$ cat src/rtl/c2d_pkg.sv
// Shared constants, types and register codes for the 3x3 zero-padded convolution block.
`default_nettype none

package c2d_pkg;

  localparam int MAX_WIDTH   = 1024;
  localparam int MAX_HEIGHT  = 1024;
  localparam int FILTER_TAPS = 3;

  localparam int DIM_W      = 11;
  localparam int COEF_ROW_W = 48;
  localparam int PIX_W      = 16;
  localparam int COEF_W     = 16;
  localparam int SUM_W      = 37;
  localparam int POS_W      = 10;
  localparam int CFG_IDX_W  = 3;

  localparam int COL_W  = $clog2(MAX_WIDTH);
  localparam int WCNT_W = COL_W + 1;

  localparam int TAP_OFF = 1 - FILTER_TAPS / 2;
  localparam int PROD_W  = PIX_W + 1 + COEF_W;
  localparam int GRP_W   = PROD_W + 2;

  localparam int QUEUE_DEPTH = 4;
  localparam int QPTR_W      = $clog2(QUEUE_DEPTH);
  localparam int QCNT_W      = $clog2(QUEUE_DEPTH + 1);

  localparam int OUT_TDATA_W = ((SUM_W + 2 * POS_W + 7) / 8) * 8;
  localparam int OUT_PAD_W   = OUT_TDATA_W - SUM_W - 2 * POS_W;

  typedef enum logic [CFG_IDX_W-1:0] {
    REG_IMAGE_WIDTH  = 3'd0,
    REG_IMAGE_HEIGHT = 3'd1,
    REG_COEF_TOP     = 3'd2,
    REG_COEF_MID     = 3'd3,
    REG_COEF_BOT     = 3'd4
  } cfg_reg_t;

  // Clamped frame size plus a one-cycle restart strobe on a size write.
  typedef struct packed {
    logic [WCNT_W-1:0] width;
    logic [DIM_W-1:0]  height;
    logic              restart;
  } dims_t;

  // [row][col], row 0 on top, col 0 leftmost.
  typedef logic [2:0][2:0][PIX_W-1:0] window_t;

  // Index 0 is the top filter row.
  typedef logic [2:0][COEF_ROW_W-1:0] coefs_t;

  typedef struct packed {
    window_t          win;
    logic [POS_W-1:0] row;
    logic [POS_W-1:0] col;
    logic             last;
  } work_t;

endpackage

`default_nettype wire

$ cat src/rtl/c2d_queue.sv
// Short FIFO of finished windows between the front end and the multiply back end.
`default_nettype none

module c2d_queue (
  input  logic                        clk,
  input  logic                        rst,
  input  logic                        push,
  input  c2d_pkg::work_t              push_data,
  input  logic                        pop,
  output c2d_pkg::work_t              head,
  output logic                        nonempty,
  output logic [c2d_pkg::QCNT_W-1:0]  count
);
  import c2d_pkg::*;

  work_t             slots [QUEUE_DEPTH];
  logic [QPTR_W-1:0] wr_ptr;
  logic [QPTR_W-1:0] rd_ptr;

  assign head     = slots[rd_ptr];
  assign nonempty = count != '0;

  always_ff @(posedge clk) begin
    if (rst) begin
      wr_ptr <= '0;
      rd_ptr <= '0;
      count  <= '0;
    end else begin
      if (push) begin
        wr_ptr <= (32'(wr_ptr) == QUEUE_DEPTH - 1) ? '0 : wr_ptr + QPTR_W'(1);
      end
      if (pop) begin
        rd_ptr <= (32'(rd_ptr) == QUEUE_DEPTH - 1) ? '0 : rd_ptr + QPTR_W'(1);
      end
      if (push && !pop) begin
        count <= count + QCNT_W'(1);
      end else if (pop && !push) begin
        count <= count - QCNT_W'(1);
      end
    end
  end

  always_ff @(posedge clk) begin
    if (push) begin
      slots[wr_ptr] <= push_data;
    end
  end

endmodule

`default_nettype wire

$ cat config.mk
export PLATFORM = sky130hd
export DESIGN_NAME = c2d_queue
export DESIGN_NICKNAME = d
export VERILOG_FILES = /design/src/rtl/c2d_pkg.sv /design/src/rtl/c2d_queue.sv
export SDC_FILE = /design/constraint.sdc
export NUM_CORES = 1
export LEC_CHECK = 0
export ABC_AREA = 1
export BUFFER_PORTS_ARGS = -buffer_cell sky130_fd_sc_hd__buf_2
export CAP_MARGIN = 25
export CORE_ASPECT_RATIO = 0.5
export CORE_MARGIN = 5
export CORE_UTILIZATION = 35
export DETAILED_ROUTE_END_ITERATION = 16
export PLACE_DENSITY_LB_ADDON = 0.2
export SYNTH_ARGS = -nofsm -noshare
export SYNTH_HDL_FRONTEND = slang
export SYNTH_SLANG_ARGS = --single-unit
$ cat constraint.sdc
create_clock -name clk -period 5.65 [get_ports clk]
set_input_delay 1.13 -clock clk [delete_from_list [all_inputs] [get_ports clk]]
set_output_delay 1.13 -clock clk [all_outputs]
set_load 0.03 [all_outputs]
==> results of run 1 <==
## Yosys cell counts
library cell  number
a21oi_1            4
nor3_1             2
nand3_1            1
inv_1             16
buf_8              3
buf_2             15
edfxtp_1         660
ha_1               6
inv_8              1
nand2_1            9
nand4_1            1
clkbuf_1          57
o21ai_0          267
buf_6             33
dfxtp_1            9
fa_1               1
o22ai_1          165
nor2_1           338
o21ai_1           67
buf_4              1
## state kept, by name (all words and copies together), names as in the netlist, named ones only
signal / flops
wr_ptr: 2
rd_ptr: 2
count: 3
slots: 660
## per-stage QoR
step | hold slack [ns] | utilization | instances | setup slack [ns]
4_1_cts | 0.540 | 0.414 | 2972 | 1.33
6_report | 0.534 | 0.414 | 2977 | 1.37
2_1_floorplan | 0.494 | - | 1656 | 0.793
3_5_place_dp | 0.531 | 0.386 | 2861 | 2.03
5_1_grt | 0.565 | 0.414 | 2977 | 1.16
3_3_place_gp | 0.517 | 0.386 | 2861 | 2.08
## critical path: stages (launching register included)
cell and delay (ns):
dfxtp_4 0.38, buf_4 0.64, buf_12 0.65, o21ai_0 0.23
o22ai_1 0.26, buf_2 0.24
## how the worst min path moves through the flow
stage / startpoint / endpoint / slack [ns]
after floorplan: wr_ptr[1]$_SDFFE_PP0P_ / wr_ptr[1]$_SDFFE_PP0P_ / 0.49
after global placement: count[0]$_SDFFE_PP0P_ / count[0]$_SDFFE_PP0P_ / 0.52
after detailed placement: wr_ptr[1]$_SDFFE_PP0P_ / wr_ptr[1]$_SDFFE_PP0P_ / 0.53
after CTS: wr_ptr[1]$_SDFFE_PP0P_ / wr_ptr[1]$_SDFFE_PP0P_ / 0.54
after global routing: count[1]$_SDFFE_PP0P_ / count[1]$_SDFFE_PP0P_ / 0.56
final: count[0]$_SDFFE_PP0P_ / count[0]$_SDFFE_PP0P_ / 0.53
## power by group through the flow
stage	clock [mW]	combinational, mW	sequential, mW
2_1_floorplan	0	0.865	5.85
3_3_place_gp	0	1.36	5.82
3_5_place_dp	0	1.37	5.82
6_report	4.13	1.33	5.72
4_1_cts	4.24	1.37	5.72
5_1_grt	4.45	1.44	5.73
## final cells by class
cell class / instances / area [sq um]
Clock inverter: 41 / 428
Timing Repair Buffer: 356 / 1890
Clock buffer: 70 / 1540
Inverter: 17 / 104
Antenna cell: 5 / 12.5
Sequential cell: 669 / 20000
Fill cell: 6527 / 41500
Tap cell: 958 / 1200
Multi-Input combinational cell: 861 / 4140
## layer usage
layer | vias up | part of all wire | track usage
met5 | - | 0.00045 | 0
met4 | 4 | 0.030 | 0.0520
met3 | 99 | 0.032 | 0.0250
met2 | 215 | 0.54 | 0.279
met1 | 7257 | 0.40 | 0.178
li1 | 6897 | - | -
## logic make-up (layout without fill, tap and decap cells)
logic type	after synthesis	after routing
buffers and inverters	126	484
AND/OR/NAND/NOR	351	351
flip-flops	669	669
AO/OA/AOI/OAI	503	503
adder cells (fa/ha/maj)	7	7
other	0	5
==> impl_metrics.yaml, run 1 <==
status:
  outcome: "complete, no violations"
hold_path:
  hold_class: "register to register"
  min_path_cells: 2
floorplanning:
  die_w_microns: 387
  dieArea_sq_um: 77000
  core-area_sq_um: 70800
  die_y_microns: 199
  initial_core_util: 0.352
  ioPinCount: 338
  rows: 69
synth:
  synth_cell_type_count: 20
  synthTopCellsByArea: "edfxtp_1 80%, o21ai_0 5.4%, nor2_1 5.1%"
  ys_seq_area_frac: 0.802
  yosysWarnings: 0
  netlist_instances: 1656
  synth.mux.area_fraction: 0
  synth-seq-cells: 669
  syn_area_sq_um: 24900
  synth_compound_area_frac: 0.109
  synth_top_family_by_area: "compound AO/OA/AOI/OAI gates"
  synth_xor_area_frac: 0
  yosysTopAreaCell: "edfxtp_1"
  netlist.area_leader.share: 0.795
  synth-simple-area-share: 0.0531
  synth_fa_ha_area_frac: 0.00381
  syn_area_per_cell_sq_um: 15.1
  synthesis.nets: 1832
placed_design:
  gp_congestion: 0.725
  dp_hpwl_microns: 33400
  postPlaceCellArea_sq_um: 27300
  numPortBuffers: 337
grt:
  grt_max_degree: 187
  grt_overflow: 0
  grt_antenna_before_repair: 7
  grt_pass1_vias: 14003
  grt_pass1_wl_microns: 88600
  grt_usage: 0.150
worst_setup_path:
  worstPathArrival_ns: 3.15
  required_ns: 4.52
  r2r_start: "wr_ptr[0]$_SDFFE_PP0P_"
  critPathMaxFanout: 186
  reg2reg_to: "slots[3][152]$_DFFE_PP_"
  setup.worst_path.end_class: "output port"
  cp-start-kind: "register"
  r2r_cells: 4
  path_class: "register to output port"
  crit_path_end: "head[63]"
  rrSetupSlack_ns: 3.29
pwr:
  pwr-share-comb: 0.119
  pwr_density_cell_nw_per_um2: 381
  power.share.clock: 0.369
  vdd_drop_max_mv: 0.275
  intPower_mw: 8.32
  sw_frac_of_total: 0.255
  seq_power_share: 0.512
  power.total_mw: 11.2
  p_leak_nw: 10.0
  p_switching_mw: 2.85
detailed_routing:
  drc: 0
  routed_via_density: 4.86
  vias: 14472
  drtAntennaViolNets: 0
  drtIter0Drc: 784
  first_pass_iters: 5
  routed_wl_microns: 60300
  post_drt_wl_per_cell_microns: 20.3
timing:
  grt_setup_unrepaired: "no"
  worst_slew_pin_slew_ns: 1.02
  timing.final.crit_share: 0.757
  clock.fmax_mhz: 234
  relSlewSlack: 0.321
  fin_worst_skew_ns: 0.0214
  setup_violations: 0
  slew_viol_final: 0
  hold_viol: 0
  setup_tns_ns: 0
  min_period_ns: 4.28
clock_tree:
  cts_buffer_depth: 3
  htree_levels: 2
  ctsResizeCount: 0
  ctsHoldBuffers: 0
  post_cts_buffers: 0
  clock-sinks: 669
  path_clk_slew_ns: 0.06
  root_buffer: "clkbuf_16"
  insertion_delay_ns: 0.61
  cts_tree: "done"
  numCtsBuffers: 59
layout:
  final_cell_area_sq_um: 29300
  final_common_cell: "edfxtp_1"
  syn2layout_area_growth_pct: 17.6
  layout_common_cells: "660 x edfxtp_1, 338 x nor2_1, 337 x buf_2"
  nets: 2140
  drive_gt1_frac: 0.225
job:
  drv_cap: 0
Power figures use the tool's default switching activity.
==> run 2: changes to the inputs <==
clock period = 3.8 ns   (was 5.65 ns; I/O delays follow)
==> impl_metrics.yaml, run 2 (synthesis results as in run 1) <==
status:
  outcome: "complete, no violations"
clock_tree:
  post_cts_buffers: 0
  path_clk_slew_ns: 0.06
  ctsHoldBuffers: 0
  htree_levels: 2
  numCtsBuffers: 61
  insertion_delay_ns: 0.62
  ctsResizeCount: 0
  cts_tree: "done"
  root_buffer: "clkbuf_16"
  clock-sinks: 669
  cts_buffer_depth: 3
timing:
  grt_setup_unrepaired: "no"
  whs_ns: 0.350
  timing.final.crit_share: 0.863
  slew_viol_final: 0
  hold_viol: 0
  clock.fmax_mhz: 305
  min_period_ns: 3.28
  worst_slew_pin_slew_ns: 0.848
  relSlewSlack: 0.435
  fin_ws_ns: 0.521
  setup_violations: 0
  setup_tns_ns: 0
  fin_worst_skew_ns: 0.0150
layout:
  layout_common_cells: "660 x edfxtp_1, 338 x nor2_1, 337 x buf_2"
  regMostFlops: "slots"
  syn2layout_area_growth_pct: 17.9
  final_common_cell: "edfxtp_1"
  drive_gt1_frac: 0.224
  stdcell_count: 2986
  largest_register_ffs: 660
  reg.largest.list: "slots: 660 flops, count: 3 flops"
  nets: 2152
grt:
  grt_max_degree: 157
  grt_antenna_before_repair: 11
  grt_usage: 0.151
  grt_pass1_vias: 14187
  grt_overflow: 0
  grt_pass1_wl_microns: 89300
detailed_routing:
  routed_via_density: 4.89
  post_drt_wl_per_cell_microns: 20.2
  drc: 0
  drtAntennaViolNets: 0
  vias: 14597
  routed_wl_microns: 60400
  drtIter0Drc: 893
  first_pass_iters: 5
floorplanning:
  initial_core_util: 0.352
  rows: 69
  die_y_microns: 199
  core-area_sq_um: 70800
  ioPinCount: 338
  die_w_microns: 387
  dieArea_sq_um: 77000
worst_setup_path:
  path_cells: "inv_4 -> buf_4 -> o21ai_0 -> o22ai_1 -> buf_2"
  setup.worst_path.end_class: "output port"
  critPathTopFamily: "buffers and inverters"
  cp-start-kind: "register"
  required_ns: 3.04
  worstPathArrival_ns: 2.52
  crit_slowest_cell: "buf_4"
  slowest_delay_ns: 0.42
  cp.buffers_inverters: 3
  r2r_cells: 5
  critPathMaxFanout: 41
  path_class: "register to output port"
  worst-path-stages: 5
placed_design:
  gp_congestion: 0.725
  post-place-cells: 2871
  pre_cts_ws_ns: 1.16
  dp_hpwl_microns: 34900
  numPortBuffers: 337
pwr:
  pwr_density_cell_nw_per_um2: 554
  vdd_drop_max_mv: 0.319
  p_leak_nw: 10.0
  power.total_mw: 16.3
hold_path:
  hold_class: "input pin to register"
  min_path_cells: 1
job:
  drv_cap: 0
-- run 2: changes by cell type in the layout (fill, tap and decap cells not counted), sizes merged --
cell,change
buf,+10
clkbuf,+7
inv,-6
bufinv,-5
diode,+3
clkinv,-2
clkinvlp,+2
-- run 2: metal layers --
metal	up-vias	track usage	wire length (microns)
li1	6919	-	-
met1	7425	0.179	24300
met2	173	0.283	32800
met3	76	0.0266	1940
met4	4	0.0478	1350
met5	-	0	21
-- run 2: per-stage QoR --
stage	util	area, sq um
2_1_floorplan	-	24900
3_3_place_gp	0.389	27600
3_5_place_dp	0.389	27600
4_1_cts	0.415	29400
5_1_grt	0.415	29400
6_report	0.415	29400
-- run 2: final timing paths --
check / slack, ns / to / startpoint
setup / recovery: 0.52 / head[63] / register
hold / removal: 0.35 / slots[2][158]$_DFFE_PP_ / push_data[158]
setup reg to reg: 1.71 / slots[0][77]$_DFFE_PP_ / wr_ptr[0]$_SDFFE_PP0P_
hold reg to reg: 0.54 / wr_ptr[1]$_SDFFE_PP0P_ / wr_ptr[1]$_SDFFE_PP0P_
-- run 2: where the power goes --
group / switching, mW / leakage [nW] / total [mW] / internal (mW)
sequential: 0.0644 / 6.14 / 8.50 / 8.44
combinational: 1.49 / 3.00 / 2.01 / 0.516
clock: 2.63 / 0.878 / 5.77 / 3.14
total: 4.19 / 10.0 / 16.3 / 12.1
-- run 2: worst register-to-register path: stages, from the launching register on --
cell and delay [ns]:
dfxtp_1 0.40, inv_1 0.08, ha_1 0.19, nand2_1 0.10, clkinvlp_4 0.47, buf_4 0.50
-- run 2: layout make-up --
cell class | count | area [sq um]
tap | 958 | 1200
timing repair buffer | 366 | 2120
sequential | 669 | 20000
inverter | 17 | 93.8
antenna | 8 | 20.0
fill | 6591 | 41400
clock buffer | 77 | 1590
multi-input combinational | 861 | 4140
clock inverter | 30 | 231
