--- src/rtl/c2d_pkg.sv ---
// Shared constants, types and register codes for the 3x3 zero-padded convolution block.
`default_nettype none

package c2d_pkg;

  localparam int MAX_WIDTH   = 1024;
  localparam int MAX_HEIGHT  = 1024;
  localparam int FILTER_TAPS = 3;

  localparam int DIM_W      = 11;
  localparam int COEF_ROW_W = 48;
  localparam int PIX_W      = 16;
  localparam int COEF_W     = 16;
  localparam int SUM_W      = 37;
  localparam int POS_W      = 10;
  localparam int CFG_IDX_W  = 3;

  localparam int COL_W  = $clog2(MAX_WIDTH);
  localparam int WCNT_W = COL_W + 1;

  localparam int TAP_OFF = 1 - FILTER_TAPS / 2;
  localparam int PROD_W  = PIX_W + 1 + COEF_W;
  localparam int GRP_W   = PROD_W + 2;

  localparam int QUEUE_DEPTH = 4;
  localparam int QPTR_W      = $clog2(QUEUE_DEPTH);
  localparam int QCNT_W      = $clog2(QUEUE_DEPTH + 1);

  localparam int OUT_TDATA_W = ((SUM_W + 2 * POS_W + 7) / 8) * 8;
  localparam int OUT_PAD_W   = OUT_TDATA_W - SUM_W - 2 * POS_W;

  typedef enum logic [CFG_IDX_W-1:0] {
    REG_IMAGE_WIDTH  = 3'd0,
    REG_IMAGE_HEIGHT = 3'd1,
    REG_COEF_TOP     = 3'd2,
    REG_COEF_MID     = 3'd3,
    REG_COEF_BOT     = 3'd4
  } cfg_reg_t;

  // Clamped frame size plus a one-cycle restart strobe on a size write.
  typedef struct packed {
    logic [WCNT_W-1:0] width;
    logic [DIM_W-1:0]  height;
    logic              restart;
  } dims_t;

  // [row][col], row 0 on top, col 0 leftmost.
  typedef logic [2:0][2:0][PIX_W-1:0] window_t;

  // Index 0 is the top filter row.
  typedef logic [2:0][COEF_ROW_W-1:0] coefs_t;

  typedef struct packed {
    window_t          win;
    logic [POS_W-1:0] row;
    logic [POS_W-1:0] col;
    logic             last;
  } work_t;

endpackage

`default_nettype wire

--- src/rtl/c2d_cfg.sv ---
// Configuration registers with size clamping and frame restart strobe.
`default_nettype none

module c2d_cfg (
  input  logic                              clk,
  input  logic                              rst,
  input  logic                              we,
  input  logic [c2d_pkg::CFG_IDX_W-1:0]     index,
  input  logic [c2d_pkg::COEF_ROW_W-1:0]    data,
  output c2d_pkg::dims_t                    dims,
  output c2d_pkg::coefs_t                   coefs
);
  import c2d_pkg::*;

  logic [DIM_W-1:0] width_reg;
  logic [DIM_W-1:0] height_reg;
  coefs_t           coef_reg;

  always_ff @(posedge clk) begin
    if (rst) begin
      width_reg  <= DIM_W'(MAX_WIDTH);
      height_reg <= DIM_W'(MAX_HEIGHT);
      coef_reg   <= '0;
    end else if (we) begin
      case (cfg_reg_t'(index))
        REG_IMAGE_WIDTH:  width_reg   <= data[DIM_W-1:0];
        REG_IMAGE_HEIGHT: height_reg  <= data[DIM_W-1:0];
        REG_COEF_TOP:     coef_reg[0] <= data;
        REG_COEF_MID:     coef_reg[1] <= data;
        REG_COEF_BOT:     coef_reg[2] <= data;
        default: begin
        end
      endcase
    end
  end

  always_comb begin
    if (width_reg == '0) begin
      dims.width = WCNT_W'(1);
    end else if (32'(width_reg) > 32'(MAX_WIDTH)) begin
      dims.width = WCNT_W'(MAX_WIDTH);
    end else begin
      dims.width = WCNT_W'(width_reg);
    end
    if (height_reg == '0) begin
      dims.height = DIM_W'(1);
    end else if (32'(height_reg) > 32'(MAX_HEIGHT)) begin
      dims.height = DIM_W'(MAX_HEIGHT);
    end else begin
      dims.height = height_reg;
    end
    dims.restart = we && ((cfg_reg_t'(index) == REG_IMAGE_WIDTH) ||
                          (cfg_reg_t'(index) == REG_IMAGE_HEIGHT));
  end

  assign coefs = coef_reg;

endmodule

`default_nettype wire

--- config.mk ---
export PLATFORM = sky130hd
export DESIGN_NAME = c2d_cfg
export DESIGN_NICKNAME = d
export VERILOG_FILES = /design/src/rtl/c2d_pkg.sv /design/src/rtl/c2d_cfg.sv
export SDC_FILE = /design/constraint.sdc
export NUM_CORES = 1
export LEC_CHECK = 0
export BUFFER_PORTS_ARGS = -buffer_cell sky130_fd_sc_hd__buf_2
export CORE_AREA = 2 2 110 112
export DETAILED_ROUTE_END_ITERATION = 8
export DIE_AREA = 0 0 112 114
export GPL_ROUTABILITY_DRIVEN = 0
export PLACE_DENSITY = 0.8
export SYNTH_ARGS = -nofsm -noshare
export SYNTH_HDL_FRONTEND = slang
export SYNTH_SLANG_ARGS = --single-unit
--- constraint.sdc ---
create_clock -name clk -period 2.3 [get_ports clk]
set_input_delay 0.23 -clock clk [delete_from_list [all_inputs] [get_ports clk]]
set_output_delay 0.23 -clock clk [all_outputs]
set_load 0.1 [all_outputs]
==> results of run 1 <==
worst max path at each step:
stage | from | to | slack, ps
floorplan | width_reg[6] | dims[12] | 150
global placement | index[2] | coefs[94] | 760
detailed placement | index[2] | coefs[58] | 710
CTS | height_reg[6] | dims[1] | 390
global route | width_reg[6] | dims[12] | 290
finish | width_reg[6] | dims[12] | 400
per-layer routing:
metal  vias up  routed length, um  global-route usage
met5         -                  0                   0
met4         0                319               0.107
met3        30               1360              0.0670
met2       266               8120               0.405
met1      2725               6890               0.321
li1       2833                  -                   -
cell families after synthesis:
logic type / count (synthesis) / share of synthesized area
buffers and inverters: 60 / 0.0518
AOI/OAI and AO/OA: 168 / 0.141
DFF: 166 / 0.554
and+or+nand+nor: 368 / 0.253
final cells by class:
cell class              instances  area [um2]
flip-flops and latches        166        3320
well taps                     147         184
multi-input cells             536        2380
clock inverters                 6        55.1
fillers                      1015        4050
repair buffers                232        1270
clock buffers                  23         458
cell usage in the layout, fill, tap and decap left out:
cell type / count
a21oi_1: 166
and4b_2: 1
nand4b_1: 1
clkbuf_8: 1
nor3b_2: 1
bufinv_16: 1
nand2_1: 328
dfxtp_1: 166
nand4bb_1: 1
buf_2: 219
nor3_1: 4
clkbuf_16: 17
nor4b_2: 1
nor2b_1: 18
nor4_1: 2
and4bb_2: 3
clkinv_2: 5
clkbuf_1: 5
nand4bb_2: 2
a31oi_1: 2
or4b_1: 1
nor2_1: 5
buf_4: 7
buf_12: 6
per-stage QoR:
step / setup slack (ps) / std cells / area, um2 / util / power, W
detailed placement: 712 / 1081 / 7150 / 0.611 / 0.00379
finish: 399 / 1110 / 7670 / 0.655 / 0.00626
floorplan: 151 / 762 / 6000 / - / 0.00360
global route: 289 / 1110 / 7670 / 0.655 / 0.00645
global placement: 758 / 1081 / 7150 / 0.611 / 0.00379
CTS: 392 / 1110 / 7670 / 0.655 / 0.00629
worst register-to-register path, stage by stage (launching register included):
cell and delay, ps:
dfxtp_1 600, nor3_1 120, a21oi_1 120
power groups by stage:
stage          registers (W)  logic [W]  clock network, W
6_report             0.00297   0.000765           0.00252
5_1_grt              0.00298   0.000798           0.00268
4_1_cts              0.00297   0.000764           0.00255
3_5_place_dp         0.00303   0.000762                 0
3_3_place_gp         0.00303   0.000758                 0
2_1_floorplan        0.00341   0.000197                 0
==> summary.md, run 1 <==
| Metric | Value |
|---|---|
| Max FFs per register | 144 |
| Worst hold path class | in -> reg |
| Clock buffer depth | 2 |
| Cell family with most CP delay | buffers and inverters |
| Critical path class | reg -> out |
| Num rows | 40 |
| Sw Ratio | 0.271 |
| Core ar. | 11700 um2 |
| Sequential share of power | 0.475 |
| EDFF count, synth | 0 |
| CTS buffer count | 17 |
| Worst path cell trace | nor4_1 > a31oi_1 > nor2_1 > buf_2 |
| Seq/Total Area, Yosys | 0.554 |
| First-pass DRT Iterations | 5 |
| Clock latency on the worst-skew pair | 420 ps |
| Tmin final | 1900 ps |
| VDD IR max | 0.701 mV |
| Area leader, netlist | dfxtp_1 |
| Reg-to-reg startpoint | height_reg[10] |
| R2R cell count | 2 |
| Layout cells sized above 1 | 0.274 |
| Outcome | finished clean |
| CTS sink cnt | 166 |
| Clock Pin Slew Worst Setup and Hold Paths | 60 ps |
| Setup TNS | 0 ps |
| Power density over cell area | 816 nW/um2 |
| Hold Worst Slack | 70.0 ps |
| Leakage | 3.26 nW |
| Final Hold Vio Count | 0 |
| Post-synth top area share | 0.554 |
| Yosys warns | 0 |
| Post-Syn Instances | 762 |
| Final Cycle Share | 0.826 |
| Internal power | 0.00457 W |
| PortBufs | 220 |
| WHS Path Cells | 3 |
| Mapped Area | 5990 um2 |
| Clk root buf | clkbuf_16 |
| Layout net count | 1007 |
| Synth async-reset ratio | 0 |
| Total track usage | 0.251 |
| Post-synth top cells | nand2_1, a21oi_1, dfxtp_1 |
| CP max stage cell | buf_2 |
| Most common cell in the netlist | nand2_1 |
| Unrepaired setup endpoints after global routing | no |
| Critical Path End Type | primary output |
| Iter 0 DRT Violations | 449 |
| Final WL | 16700 um |
| Via count | 5854 |
| CTS tree | yes |
| CTS resizes | 0 |
| Combinational fraction of design power | 0.122 |
| DRC | 0 |
| Routed WL per cell | 15.0 um |
| Clock skew | 0 ps |
| Die height | 114 um |
| Flop2flop setup slack | 1400 ps |
| Antenna viol nets, final | 0 |
| Worst R2R End | height_reg[10] |
| Netlist cell types | 21 |
| P_sw | 0.00169 W |
| Max-slew violations | 0 |
| Top_reg_cell synth | dfxtp_1 |
| Ant. Diodes | 0 |
| Post-CTS Setup Inserts | 0 |
| WP data arrival | 1670 ps |
| Max incr delay on CP | 430 ps |
| Bufs and invs on worst path | 1 |
| Max Cap Viol | 0 |
| Clock Power Share | 0.403 |
| Initial antenna violation count | 0 |
| Worst slew margin | 0.617 |
| DP HPWL | 11300 um |
| CP startpoint kind | flip-flop |
| Final setup fails | 0 |
| Vias per Instance | 5.27 |
| Vias in the first global route | 5030 |
| Die ar. | 12800 um2 |
| Critical path fanouts, max | 3 |
| Layout Area Growth over Synthesis | 27.9% |
| H-tree levels | 4 |
| Initial Util | 0.512 |
| Grt ovf | 0 |
| CTS hold repair buffers | 0 |
| Die width | 112 um |
| Worst EP required | 2070 ps |
| First-pass GRT wire length | 25500 um |
| Hold path startpoint | data[19] |
| Area contributors post-synth | dfxtp_1, nand2_1, a21oi_1 |
| Mapped Nets | 816 |
| Slew of the pin with the lowest slew margin | 571 ps |
| I/O pins | 221 |
| Fmax | 526 MHz |
| Hold Path End | coefs[115] |
| Mapped Avg Cell Area | 7.87 um2 |
| Largest net degree at the start of global routing | 86 |
| Levels on crit path | 4 |
| Number of synthesized register bits | 166 |
Power figures use the tool's default switching activity.
==> run 2, diff against run 1 <==
Settings changed: CORE_AREA 2 2 110 112 to 2 2 120 122, DIE_AREA 0 0 112 114 to 0 0 122 124, PLACE_DENSITY 0.8 to 0.71.
Clock period 2.3 ns to 1.6 ns, I/O delays scaled along.
==> run 2 against run 1 <==
Net effect: the run now ends with negative setup slack left; first-iteration DRC count decreased by 6.7%; sequential cell count unchanged; clock power increased by 60%; clock skew unchanged; combinational power increased by 54%; cell count increased by 7.2%; critical path depth unchanged; setup slack got worse by 440 ps; core utilization decreased by 5.0 points; sequential power increased by 44%; total power increased by 52%; global-route usage decreased by 1.7 points.
==> summary.md, run 2 (synthesized netlist as in run 1, its figures left out) <==
| Metric | Value |
|---|---|
| Outcome | finished, violations left |
| Failing checks | negative setup slack |
| Routed WL per cell | 15.0 um |
| Vias per Instance | 5.01 |
| CP startpoint kind | flip-flop |
| Layout cells sized above 1 | 0.285 |
| H-tree levels | 4 |
| Setup TNS | -96.5 ps |
| Grt ovf | 0 |
| Die height | 124 um |
| Pwr Total | 0.00949 W |
| Leakage | 3.47 nW |
| Worst EP required | 1440 ps |
| Clock buffer depth | 2 |
| Max Cap Viol | 0 |
| Final Cycle Share | 1.03 |
| First-pass GRT wire length | 27500 um |
| Iter 0 DRT Violations | 419 |
| WP data arrival | 1480 ps |
| Via count | 5958 |
| PortBufs | 220 |
| Tmin final | 1640 ps |
| Filler cells | 1238 |
| Die width | 122 um |
| Num rows | 43 |
| Final Hold Vio Count | 0 |
| Total track usage | 0.234 |
| Final setup fails | 3 |
| Met2 usage | 0.380 |
| DRC | 0 |
| Area occupied by multi-input gates | 2390 um2 |
| Power density over cell area | 1140 nW/um2 |
| Initial antenna violation count | 0 |
| Ant. Diodes | 0 |
| Worst hold path class | in -> reg |
| Critical path class | reg -> out |
| Layout Area Growth over Synthesis | 38.3% |
| Unrepaired setup endpoints after global routing | yes |
| Core ar. | 13700 um2 |
| VDD IR max | 0.597 mV |
| Initial Util | 0.437 |
| Layout net count | 1051 |
| Max-slew violations | 0 |
| Antenna viol nets, final | 0 |
| Clock latency on the worst-skew pair | 420 ps |
| Largest net degree at the start of global routing | 49 |
| First-pass DRT Iterations | 4 |
| Layer with the highest usage | met2 |
| Max FFs per register | 144 |
| Met3 Track Usage GR | 0.0701 |
| Clock skew | 0 ps |
| Seq. cell area | 3330 um2 |
| CTS sink cnt | 166 |
| I/O pins | 221 |
| Critical Path End Type | primary output |
| Final Worst Setup Slack | -42.4 ps |
| Clk root buf | clkbuf_16 |
| Vias in the first global route | 5492 |
| Slew of the pin with the lowest slew margin | 521 ps |
| Critical path fanouts, max | 3 |
| Commonest non-fill, non-tap cells in the layout | nand2_1, buf_2, a21oi_1 |
| Worst slew margin | 0.655 |
| CTS tree | yes |
| Die ar. | 15100 um2 |
| Met1 Use GR | 0.294 |
| Most common cell after layout, fill and taps aside | nand2_1 |
| Fmax | 609 MHz |
| CTS buffer count | 17 |
| Final WL | 17800 um |
| DP HPWL | 11600 um |
| Clock Pin Slew Worst Setup and Hold Paths | 60 ps |
[run 2: changes by cell type in the layout (fill, tap and decap cells not counted), sizes merged]
| cell | before | now |
|---|---|---|
| dlygate4sd3 | 0 | 36 |
| buf | 232 | 239 |
| clkbuf | 23 | 19 |
| clkinvlp | 0 | 4 |
| inv | 0 | 3 |
| bufinv | 1 | 2 |
[run 2: path summary, 6_finish.rpt]
kind | end | slack (ps) | cells after the start | from
setup / recovery | dims[1] | -40 | 4 | height_reg[6]
hold / removal | coefs[29] | 20 | 3 | data[29]
setup reg to reg | width_reg[10] | 760 | 2 | width_reg[10]
hold reg to reg | coefs[14] | 450 | 2 | coefs[14]
[run 2: cell type report]
| class | count | share of cell area |
|---|---|---|
| Clock buffer | 18 | 0.0530 |
| Multi-Input combinational cell | 536 | 0.289 |
| Timing Repair Buffer | 276 | 0.212 |
| Clock inverter | 14 | 0.0180 |
| Tap cell | 180 | 0.0272 |
| Sequential cell | 166 | 0.401 |
[run 2: report_power, final]
part	internal, W	total (W)	switching, W
clock network	0.00235	0.00403	0.00169
logic	0.000271	0.00118	0.000913
registers	0.00422	0.00427	0.0000500
total	0.00684	0.00949	0.00265
[run 2: routing by layer]
| layer | share of wire | vias to the layer above |
|---|---|---|
| met5 | 0 | - |
| met4 | 0.017 | 0 |
| met3 | 0.083 | 27 |
| met2 | 0.47 | 227 |
| met1 | 0.43 | 2761 |
| li1 | - | 2943 |
[run 2: repair_timing]
action / in CTS / in global routing
setup endpoints to repair: 21 / 14
gates resized for setup: 21 / 4
hold buffers: 36 / 0
hold endpoints to repair: 100 / 0
cloned: 0 / 0
buffers inserted: 0 / 1
pin swaps: 3 / 3
[run 2: critical path, stage by stage (launching register included)]
cell	delay, ps
dfxtp_2	330
nor4_2	270
a31oi_1	130
nor2_2	150
buf_12	190
[run 2: through the flow]
stage / instances / util / area, um2 / worst slack, ps / hold WS, ps
2_1_floorplan: 762 / - / 6000 / -412 / 296
3_3_place_gp: 1121 / 0.530 / 7270 / 208 / 424
3_5_place_dp: 1121 / 0.530 / 7270 / 194 / 428
4_1_cts: 1189 / 0.603 / 8280 / -84.0 / 0.302
5_1_grt: 1190 / 0.604 / 8290 / -133 / 8.14
6_report: 1190 / 0.604 / 8290 / -42.4 / 23.5
==> run 3, diff against run 2 <==
Settings changed: HOLD_SLACK_MARGIN from default to 0.12, REMOVE_ABC_BUFFERS from default to 1.
==> run 3 against run 2 <==
Net effect: the flow still finishes with violations (negative setup slack); clock skew did not move; first-iteration DRC count fell by 1.4%; register-to-register slack got worse by 330 ps; sequential power barely moved; critical path type unchanged; largest cell class unchanged.
==> summary.md, run 3 (synthesized netlist as in run 1, its figures left out) <==
| Metric | Value |
|---|---|
| Critical Path End Type | primary output |
| Combinational fraction of design power | 0.126 |
| Hold Worst Slack | 316 ps |
| Clk root buf | clkbuf_16 |
| Commonest non-fill, non-tap cells in the layout | nand2_1, buf_2, a21oi_1 |
| Vias per Instance | 4.93 |
| Ant. Diodes | 0 |
| Clock skew | 0 ps |
| Die ar. | 15100 um2 |
| Final setup fails | 1 |
| Iter 0 DRT Violations | 413 |
| Num rows | 43 |
| WP data arrival | 1490 ps |
| WHS Path Cells | 5 |
| Max Cap Viol | 0 |
| Filler cells | 1235 |
| Tmin final | 1650 ps |
| Internal power | 0.00708 W |
| Final WL | 17600 um |
| Power density over cell area | 1140 nW/um2 |
| Sequential share of power | 0.444 |
| VDD IR max | 0.661 mV |
| Slew of the pin with the lowest slew margin | 585 ps |
| Final core utilization | 0.615 |
| Layout net count | 1062 |
| Critical path class | reg -> out |
| Clock buffer depth | 2 |
| First-pass DRT Iterations | 5 |
| Finished layout cell area | 8440 um2 |
| CTS sink cnt | 166 |
| Layout cells sized above 1 | 0.275 |
| Antenna viol nets, final | 0 |
| Worst slew margin | 0.610 |
| PortBufs | 220 |
| Via count | 5911 |
| Routed WL per cell | 14.7 um |
| Max-slew violations | 0 |
| H-tree levels | 4 |
| Grt ovf | 0 |
| Final Hold Vio Count | 0 |
| Failing checks | negative setup slack |
| Die width | 122 um |
| Max FFs per register | 144 |
| Dpl cells | 1118 |
| P_sw | 0.00254 W |
| Outcome | finished, violations left |
| R2R cell count | 3 |
| Largest net degree at the start of global routing | 49 |
| Total track usage | 0.230 |
| Clock Pin Slew Worst Setup and Hold Paths | 60 ps |
| Worst EP required | 1440 ps |
| Unrepaired setup endpoints after global routing | yes |
| Most common cell after layout, fill and taps aside | nand2_1 |
| DP HPWL | 10800 um |
| Leakage | 3.54 nW |
| Critical path fanouts, max | 3 |
| Final Cycle Share | 1.03 |
| CP startpoint kind | flip-flop |
| CTS buffer count | 17 |
| Vias in the first global route | 5417 |
| DP Area | 7260 um2 |
| DRC | 0 |
| CTS tree | yes |
| Layout Area Growth over Synthesis | 40.7% |
| Final Worst Setup Slack | -48.2 ps |
| Die height | 124 um |
| Core ar. | 13700 um2 |
| I/O pins | 221 |
| Initial Util | 0.437 |
| Clock Power Share | 0.430 |
| First-pass GRT wire length | 27400 um |
| Fmax | 607 MHz |
| Setup TNS | -48.2 ps |
| Initial antenna violation count | 0 |
| Worst hold path class | in -> reg |
| Cell Count, Final, Fillers Out | 1200 |
| Sw Ratio | 0.264 |
| Clock latency on the worst-skew pair | 410 ps |
==> run 3: cell types whose count changed in the layout (fill, tap and decap cells not counted), sizes merged <==
cell         before  now
dlygate4sd3      36   50
clkbuf           19   33
bufinv            2    3
buf             239  226
inv               3    0
clkinv            5    4
clkinvlp          4    2
==> run 3: path summary, 6_finish.rpt <==
kind                                    from           end  slack, ps
worst min-delay path                index[0]  width_reg[7]        320
worst min register to register    coefs[110]    coefs[110]        450
worst max register to register     coefs[95]     coefs[95]        430
worst max-delay path            width_reg[7]      dims[12]        -50
==> run 3: timing repair <==
action / in CTS / in global routing
endpoints found under the setup margin: 7 / 18
gates resized for setup: 8 / 16
cloned: 0 / 0
setup buffers: 1 / 0
pin swaps: 6 / 2
hold endpoints to repair: 166 / 0
hold buffers: 50 / 0
==> run 3: layout make-up <==
| cell class | instances | area [um2] | share of cell area |
|---|---|---|---|
| Multi-Input combinational cell | 536 | 2390 | 0.284 |
| Sequential cell | 166 | 3330 | 0.394 |
| Clock inverter | 9 | 125 | 0.0148 |
| Timing Repair Buffer | 287 | 1890 | 0.224 |
| Clock buffer | 22 | 474 | 0.0562 |
| Tap cell | 180 | 225 | 0.0267 |
==> run 3: per-layer routing <==
layer	up-vias	global-route usage	wire, um
li1	2948	-	-
met2	217	0.358	8100
met5	-	0	0
met4	0	0.0920	347
met3	24	0.0682	1330
met1	2722	0.301	7840
==> run 3: worst max-delay path, cell delays in order, from the launching register on <==
cell and delay, ps:
dfxtp_2 330, nor4_2 250, a31oi_1 110, nor2_1 180, buf_12 200
==> run 3: power by group through the flow <==
stage               clock network [W]  registers, W  logic (W)
detailed placement                  0       0.00436    0.00111
global route                  0.00440       0.00428    0.00128
floorplan                           0       0.00491   0.000184
finish                        0.00414       0.00427    0.00121
global placement                    0       0.00436    0.00110
CTS                           0.00421       0.00427    0.00121
==> run 3: per-stage QoR <==
stage | setup WS, ps | total power [W]
2_1_floorplan | -932 | 0.00509
3_3_place_gp | 247 | 0.00546
3_5_place_dp | 218 | 0.00547
4_1_cts | -80.0 | 0.00969
5_1_grt | -153 | 0.00996
6_report | -48.2 | 0.00962
